===== config.mk =====
export PLATFORM = sky130hd
export DESIGN_NAME = ptsmp_mulsh
export DESIGN_NICKNAME = d
export VERILOG_FILES = /design/src/rtl/ptsmp_pkg.sv /design/src/rtl/ptsmp_mulsh.sv
export SDC_FILE = /design/constraint.sdc
export NUM_CORES = 2
export LEC_CHECK = 0
export BUFFER_PORTS_ARGS = -buffer_cell sky130_fd_sc_hd__buf_2
export CORE_ASPECT_RATIO = 0.6
export CORE_UTILIZATION = 48
export CTS_CLUSTER_DIAMETER = 200
export DETAILED_ROUTE_END_ITERATION = 7
export GPL_ROUTABILITY_DRIVEN = 0
export HOLD_SLACK_MARGIN = 0.03
export PLACE_DENSITY = 0.72
export SLEW_MARGIN = 20
export SYNTH_ARGS = -nofsm -noshare
export SYNTH_HDL_FRONTEND = slang
export SYNTH_SLANG_ARGS = --single-unit

===== constraint.sdc =====
create_clock -name clk_i -period 8.65 [get_ports clk_i]
set_input_delay 0.865 -clock clk_i [delete_from_list [all_inputs] [get_ports clk_i]]
set_output_delay 0.865 -clock clk_i [all_outputs]
set_load 0.005 [all_outputs]

===== src/rtl/ptsmp_pkg.sv =====
`timescale 1ns / 1ps
// ----------------------------------------------------------------------------
// ptsmp_pkg
// Shared types, constants and helpers for the polynomial trajectory sampler.
// ----------------------------------------------------------------------------
package ptsmp_pkg;

  localparam int unsigned TIME_EPSILON_DEF = 17;

  localparam int VAL_W    = 49;  // internal value, saturates to +-(2^48-1)
  localparam int DIV_QW   = 48;  // quotient bits of the time divider
  localparam int DIV_FRAC = 24;  // time fraction bits
  localparam int S_FRAC   = 30;  // normalized time fraction bits
  localparam int SP_W     = 31;  // power of s, 0..2^30
  localparam int H_W      = 44;  // basis value
  localparam int COEF_W   = 10;

  typedef logic signed [VAL_W-1:0] val_t;
  typedef logic [SP_W-1:0]         sp_t;
  typedef sp_t [5:0]               spv_t;
  typedef logic signed [H_W-1:0]   h_t;

  localparam logic [VAL_W-2:0] LIM_MAG = '1;
  localparam val_t LIM   = {1'b0, LIM_MAG};
  localparam val_t O_MAX = val_t'(32'sh7FFF_FFFF);
  localparam val_t O_MIN = val_t'(32'sh8000_0000);

  typedef enum logic [1:0] {
    ORD_LIN = 2'd0,
    ORD_CUB = 2'd1,
    ORD_QUI = 2'd2
  } ord_e;

  // [order][D, v0, vf, a0, af][derivative][power of s], doubled
  localparam logic signed [COEF_W-1:0] BASIS [3][5][3][6] = '{
    '{
      '{'{0, 2, 0, 0, 0, 0}, '{2, 0, 0, 0, 0, 0}, '{0, 0, 0, 0, 0, 0}},
      '{'{0, 0, 0, 0, 0, 0}, '{0, 0, 0, 0, 0, 0}, '{0, 0, 0, 0, 0, 0}},
      '{'{0, 0, 0, 0, 0, 0}, '{0, 0, 0, 0, 0, 0}, '{0, 0, 0, 0, 0, 0}},
      '{'{0, 0, 0, 0, 0, 0}, '{0, 0, 0, 0, 0, 0}, '{0, 0, 0, 0, 0, 0}},
      '{'{0, 0, 0, 0, 0, 0}, '{0, 0, 0, 0, 0, 0}, '{0, 0, 0, 0, 0, 0}}
    },
    '{
      '{'{0, 0, 6, -4, 0, 0}, '{0, 12, -12, 0, 0, 0}, '{12, -24, 0, 0, 0, 0}},
      '{'{0, 2, -4, 2, 0, 0}, '{2, -8, 6, 0, 0, 0}, '{-8, 12, 0, 0, 0, 0}},
      '{'{0, 0, -2, 2, 0, 0}, '{0, -4, 6, 0, 0, 0}, '{-4, 12, 0, 0, 0, 0}},
      '{'{0, 0, 0, 0, 0, 0}, '{0, 0, 0, 0, 0, 0}, '{0, 0, 0, 0, 0, 0}},
      '{'{0, 0, 0, 0, 0, 0}, '{0, 0, 0, 0, 0, 0}, '{0, 0, 0, 0, 0, 0}}
    },
    '{
      '{'{0, 0, 0, 20, -30, 12}, '{0, 0, 60, -120, 60, 0}, '{0, 120, -360, 240, 0, 0}},
      '{'{0, 2, 0, -12, 16, -6}, '{2, 0, -36, 64, -30, 0}, '{0, -72, 192, -120, 0, 0}},
      '{'{0, 0, 0, -8, 14, -6}, '{0, 0, -24, 56, -30, 0}, '{0, -48, 168, -120, 0, 0}},
      '{'{0, 0, 1, -3, 3, -1}, '{0, 2, -9, 12, -5, 0}, '{2, -18, 36, -20, 0, 0}},
      '{'{0, 0, 0, 1, -2, 1}, '{0, 0, 3, -8, 5, 0}, '{0, 6, -24, 20, 0, 0}}
    }
  };

  typedef struct packed {
    logic [1:0]         cmd;
    logic [31:0]        remaining_time;
    logic [31:0]        sample_time;
    logic signed [31:0] start_pos;
    logic signed [31:0] start_vel;
    logic signed [31:0] start_acc;
    logic signed [31:0] end_pos;
    logic signed [31:0] end_vel;
    logic signed [31:0] end_acc;
  } in_t;

  typedef struct packed {
    logic signed [31:0] next_pos;
    logic signed [31:0] next_vel;
    logic signed [31:0] next_acc;
  } out_t;

  // per-item context carried down the pipeline
  typedef struct packed {
    ord_e               ord;
    logic               spec;
    logic signed [31:0] sp_pos;
    logic signed [31:0] sp_vel;
    logic signed [31:0] sp_acc;
    logic [31:0]        tdur;
    logic signed [31:0] x0;
    logic signed [31:0] v0;
    logic signed [31:0] vf;
    logic signed [31:0] a0;
    logic signed [31:0] af;
    logic signed [32:0] dx;
    val_t [2:0]         gd;
    val_t [2:0]         gv;
    val_t [2:0]         ga;
    val_t               pacc;
    val_t               vacc;
    val_t               a_t;
    val_t               v_t;
    val_t               dd;
    val_t               dgv;
  } ctx_t;

  function automatic val_t sat_add(input val_t a, input val_t b);
    logic signed [VAL_W:0] s;
    logic signed [VAL_W:0] lim_x;
    s     = $signed({a[VAL_W-1], a}) + $signed({b[VAL_W-1], b});
    lim_x = $signed({1'b0, LIM});
    if (s > lim_x) begin
      return LIM;
    end else if (s < -lim_x) begin
      return -LIM;
    end
    return $signed(s[VAL_W-1:0]);
  endfunction

  function automatic logic signed [31:0] to_q16(input val_t x);
    val_t r;
    r = x;
    if (x > O_MAX) begin
      r = O_MAX;
    end else if (x < O_MIN) begin
      r = O_MIN;
    end
    return $signed(r[31:0]);
  endfunction

endpackage


===== src/rtl/ptsmp_mulsh.sv =====
`timescale 1ns / 1ps
// ----------------------------------------------------------------------------
// ptsmp_mulsh
// Pipelined signed multiply, right shift toward zero, saturate to +-(2^48-1).
// Three stages: magnitudes, two partial products, combine.
// ----------------------------------------------------------------------------
module ptsmp_mulsh #(
  parameter int  AW     = 33,
  parameter int  BW     = 44,
  parameter int  SH     = 31,
  parameter type side_t = logic
) (
  input  logic                  clk_i,
  input  logic                  rst_ni,
  input  logic                  vld_i,
  input  side_t                 side_i,
  input  logic signed [AW-1:0]  a_i,
  input  logic signed [BW-1:0]  b_i,
  output logic                  vld_o,
  output side_t                 side_o,
  output ptsmp_pkg::val_t       y_o
);

  localparam int BL = BW / 2;
  localparam int BH = BW - BL;
  localparam int PW = AW + BW;
  localparam logic [PW-1:0] LIM_W = PW'(ptsmp_pkg::LIM_MAG);

  logic [2:0]           vld_q;
  logic [AW-1:0]        am_q;
  logic [BW-1:0]        bm_q;
  logic                 neg1_q, neg2_q;
  side_t                side1_q, side2_q, side3_q;
  logic [AW+BL-1:0]     plo_q, plo_d;
  logic [AW+BH-1:0]     phi_q, phi_d;
  logic [PW-1:0]        full, shv;
  logic [ptsmp_pkg::VAL_W-2:0] mag;
  ptsmp_pkg::val_t      y_q, y_d;

  always_comb begin
    plo_d = (AW+BL)'(am_q) * (AW+BL)'(bm_q[BL-1:0]);
    phi_d = (AW+BH)'(am_q) * (AW+BH)'(bm_q[BW-1:BL]);
    full  = PW'(plo_q) + (PW'(phi_q) << BL);
    shv   = full >> SH;
    mag   = (shv > LIM_W) ? ptsmp_pkg::LIM_MAG : shv[ptsmp_pkg::VAL_W-2:0];
    y_d   = neg2_q ? -$signed({1'b0, mag}) : $signed({1'b0, mag});
  end

  always_ff @(posedge clk_i or negedge rst_ni) begin
    if (!rst_ni) begin
      vld_q <= '0;
    end else begin
      vld_q <= {vld_q[1:0], vld_i};
    end
  end

  always_ff @(posedge clk_i) begin
    am_q    <= a_i[AW-1] ? $unsigned(-a_i) : $unsigned(a_i);
    bm_q    <= b_i[BW-1] ? $unsigned(-b_i) : $unsigned(b_i);
    neg1_q  <= a_i[AW-1] ^ b_i[BW-1];
    side1_q <= side_i;
    plo_q   <= plo_d;
    phi_q   <= phi_d;
    neg2_q  <= neg1_q;
    side2_q <= side1_q;
    y_q     <= y_d;
    side3_q <= side2_q;
  end

  assign vld_o  = vld_q[2];
  assign side_o = side3_q;
  assign y_o    = y_q;

endmodule


After elaboration in Yosys (flattened, before gate mapping)

Index checks and enable logic that the tools add are counted.

Bits in registers: 244
Latch bits: 0
Bits in writable memories: 0
Bits in read-only memories: 0
Bits of input ports: 81
Word-level logic and storage cells: 26
Memories kept: 0

$add $sub $neg: 4
Multipliers: 2
Div/mod/pow operators: 0
$lt $le $gt $ge: 1
Equal/unequal tests: 0
Shift operators: 0
Mux-type cells: 4
Bitwise gates (word level): 1
Reduce and logical (&&, ||, !) cells: 0

Operators by type and width:

| kind                                                             | count |
|---|---|
| multiplier 33 x 22 -> 55 bit                                     | 2 |
| 2-to-1 mux 48 bit                                                | 2 |
| adder 55 x 77 -> 77 bit                                          | 1 |
| negator 48 -> 49 bit                                             | 1 |
| greater-than comparator 46 x 48 -> 1 bit (second input constant) | 1 |
| negator 44 bit                                                   | 1 |
| 2-to-1 mux 43 bit                                                | 1 |
| negator 33 bit                                                   | 1 |
| 2-to-1 mux 32 bit                                                | 1 |
| bitwise XOR 1 bit                                                | 1 |

Depth between registers and ports, before layout

Depth after elaboration: 5
Mapped depth: 30

Least setup slack after synthesis

No wires, ideal clock.

Path kind: flip-flop to flip-flop
Start: register am_q[24]
End: register phi_q[54]
Library setup time: 0.126 ns
Arrival time: 7.141 ns
Data required time: 8.524 ns
Slack: 1.382 ns
Stages on the path, launching flop included: 26
Clock period less this slack: 7.268 ns
Path through: dfxtp_1 -> clkbuf_1 -> clkbuf_1 -> nand2_1 -> fa_1 -> fa_1 -> fa_1 -> inv_1 -> fa_1 -> fa_1 -> fa_1 -> fa_1 -> ha_1 -> clkbuf_1 -> nand4_1 -> nor2_1 -> nand2_1 -> a211oi_1 -> nor3_1 -> o31a_1 -> o311ai_0 -> or4b_2 -> a31oi_1 -> o21ai_0 -> a21oi_1 -> a31oi_1

Word-level cells in the longest chain between the ends: 1

Ends and longest elaborated chain:

| item                         | line              | text |
|---|---|---|
| start, declared              | ptsmp_mulsh.sv:30 | `logic [AW-1:0] am_q;` |
| start signal, assigned       | ptsmp_mulsh.sv:58 | `am_q <= a_i[AW-1] ? $unsigned(-a_i) : $unsigned(a_i);` |
| multiplier 33 x 22 -> 55 bit | ptsmp_mulsh.sv:42 | `phi_d = (AW+BH)'(am_q) * (AW+BH)'(bm_q[BW-1:BL]);` |
| named net phi_d[54]          | ptsmp_mulsh.sv:35 | `logic [AW+BH-1:0] phi_q, phi_d;` |
| end signal, assigned         | ptsmp_mulsh.sv:63 | `phi_q <= phi_d;` |
| end, declared                | ptsmp_mulsh.sv:35 |  |

The timed path passes the listed nets, and every way through them passes these cells.
A chain may end at the register's enable or synchronous reset.

Worst setup path in the final report

Start: register am_q[17]
End: register phi_q[54]

Same word-level chain as after synthesis.

==> flow_summary.toml <==
[drt]
via_count = 40880
drc = 0
drt-vias-per-instance = 5.507
first_pass_iters = 6
ant_nets = 0
wl_um = 155200
wl_per_cell_um = 20.91
drt_iter0_drc = 3756

[setup_path]
cp_num_buf_inv = 2
r2r-start = "am_q[17]"
r2r-end = "phi_q[54]"
crit_family = "adder cells"
r2r_setup_slack_ps = 290
critPathLaunchType = "flip-flop"
crit_required_ps = 9170
arrival_ps = 8890
r2r_cells = 23
worstSetupPathType = "flip-flop to flip-flop"
cp-end-kind = "flip-flop"
max_stage_delay_ps = 690
worst_path_max_delay_cell = "dfxtp_1"
worstPathMaxFanout = 36
crit_path_cell_trace = "buf_12 > nand2_1 > fa_1 > fa_1 > fa_1 > inv_1 > fa_1 > fa_1 > fa_1 > fa_1 > ha_1 > nand2_1 > nor2_1 > nand2_1 > a211oi_1 > nor3_1 > o31a_1 > o311ai_0 > or4b_2 > a31oi_1 > o21ai_0 > a21oi_1 > a31oi_1"
cp_common_cell = "fa_1"

[synthesis]
ys_ff_latch = 222
ys_warn_count = 0
syn-num-nets = 7593
yosys-mux-area-fraction_pct = 0.09527
synth_flop_cell = "dfxtp_1"
synth_top_family_by_area = "adder cells"
yosysMostFrequentCell = "fa_1"
synth_seq_area_share_pct = 8.282
syn_area_um2 = 53850
syn_inst = 5907
yosysUniqueCellTypes = 76
synthArstFlopShare_pct = 1.351
syn_area_per_cell_um2 = 9.116
synth_xor_area_share_pct = 3.562
synthDominantCellAreaShare_pct = 45.84
synth_top_area_cell = "fa_1"
netlist_top_cells_area = "fa_1 46%, ha_1 8.6%, dfxtp_1 8.1%"
synth_top_cells_by_count = "1,233 x fa_1, 1,146 x inv_1, 923 x nand2_1, 657 x and2_1, 372 x ha_1"
synth_compound_area_share_pct = 5.816
synth-simple-area-share_pct = 17.40
synth_edf_count = 0
synthAdderAreaFrac_pct = 54.49

[job]
drv_cap = 0

[clock_tree]
cts_buffers = 28
clock_latency_ps = 650
tritoncts = "built"
cts_max_path_buffers = 3
clock-sinks = 222
cts_max_level = 1
cts_root_buf = "clkbuf_16"
post-cts-setup-buffer-count = 0
cts.clk_slew.worst_paths_ps = 70

[timing]
tightest_slew_ps = 1087
maxSlewViolCount = 0
skew_ps = 56.73
fin_crit_sh_pct = 96.69
totalNegativeSetupSlack_ps = 0
clock.fmax_mhz = 119.6
period_minus_slack_ps = 8364
setup_viol = 0
rsz0062_at_grt = "false"
relSlewSlack_pct = 26.96
finalHoldViolCount = 0
holdWs_ps = 324.7

[global_route]
grt_pass1_vias = 43450
antenna_found_initial = 14
grt_max_degree = 52
grt_pass1_wl_um = 250400
grt_overflow = 0
grt_util_all_layers_pct = 28.69

[placement]
postPlaceCellArea_um2 = 56560
hpwlAfterDp_um = 125000
portBuffers = 131

[floorplanning]
dieArea_um2 = 113600
num_io_pins = 132
fp.dieH_um = 261.4
row_count = 94
chipWidth_um = 434.4
core_um2 = 110400
start_util_pct = 48.76

[finish]
fin_area_um2 = 57700
area_growth_pct = 7.164
n_fill_cell = 9903
nets = 7588
drive_above_1_share_pct = 6.651
ff_latch_area_um2 = 4486
multi_input_area_um2 = 43810

[hold_path]
whs_path_depth = 0
min_to = "side_o"
min-delay-start = "side2_q"
worstHoldPathType = "flip-flop to flip-flop"

[status]
outcome = "finished clean"
[placed cells by master (no fill, tap or decap), types with 12 or more instances in the layout]
master / count
a211oi_1: 18
a21o_1: 48
a21oi_1: 127
a31oi_1: 12
and2_1: 657
and3_1: 19
buf_12: 17
buf_2: 131
buf_4: 149
clkbuf_16: 28
dfxtp_1: 200
dfxtp_2: 18
fa_1: 1233
ha_1: 372
inv_1: 1146
nand2_1: 923
nand2b_1: 28
nand3_1: 33
nand4_1: 28
nor2_1: 79
nor2b_1: 16
nor3_1: 29
nor4_1: 12
o21a_1: 25
o21ai_0: 111
o21bai_1: 18
o31ai_1: 29
o41ai_1: 16
or3_1: 16
or4_1: 15
xnor2_1: 173
xor2_1: 46
[flip-flops by register name, summed over array words and instances, names as in the netlist]
| signal | flops |
|---|---|
| vld_q | 3 |
| bm_q | 44 |
| phi_q | 55 |
| side1_q | 1 |
| side2_q | 1 |
| y_o | 49 |
| plo_q | 33 |
| neg2_q | 1 |
| neg1_q | 1 |
| side_o | 1 |
| am_q | 33 |
[per-stage QoR]
stage / cells / util, % / worst slack (ps)
4_1_cts: 7412 / 52.20 / 189.2
2_1_floorplan: 5907 / - / 1382
5_1_grt: 7416 / 52.23 / 17.73
6_report: 7423 / 52.25 / 286.5
3_5_place_dp: 7359 / 51.22 / 238.1
3_3_place_gp: 7359 / 51.22 / 430.5
[worst max-delay path by stage]
stage                  start   endpoint  slack [ps]  cells past startpoint
floorplan           am_q[24]  phi_q[54]        1380                     25
global placement     bm_q[3]  plo_q[49]         430                     27
detailed placement   bm_q[3]  plo_q[49]         240                     27
CTS                  bm_q[3]  plo_q[49]         190                     27
global route        am_q[17]  phi_q[54]          20                     23
finish              am_q[17]  phi_q[54]         290                     23
[layout make-up]
cell class	count	area share, %
Antenna cell	11	0.04770
Clock buffer	33	1.299
Clock inverter	19	0.5573
Inverter	1146	7.455
Multi-Input combinational cell	4204	75.92
Sequential cell	222	7.774
Tap cell	1488	3.227
Timing Repair Buffer	300	3.721
[cells by family (layout without fill, tap and decap cells)]
group                    after synthesis  in the layout
AND/OR/NAND/NOR                     1891           1891
other                                  0             11
AO/OA/AOI/OAI                        484            484
adder cells (fa/ha/maj)             1605           1605
multiplexers                           5              5
flip-flops                           222            222
XOR/XNOR                             219            219
buffers and inverters               1481           1498
[metal layers]
| layer | global-route usage, % | part of all wire (%) | up-vias |
|---|---|---|---|
| met4 | 6.749 | 2.5 | 10 |
| li1 | - | - | 17690 |
| met2 | 40.93 | 41 | 2312 |
| met5 | 0 | 0.047 | - |
| met3 | 8.298 | 13 | 222 |
| met1 | 42.75 | 43 | 20650 |
[what timing repair did]
item                                    in CTS  in global routing
endpoints found under the setup margin       0                  7
hold buffers                                 1                  0
gates resized for setup                      0                 20
hold endpoints to repair                     3                  0
Power is not shown: default switching activity piles up to over one toggle a cycle in this logic, so the estimate is an artifact.
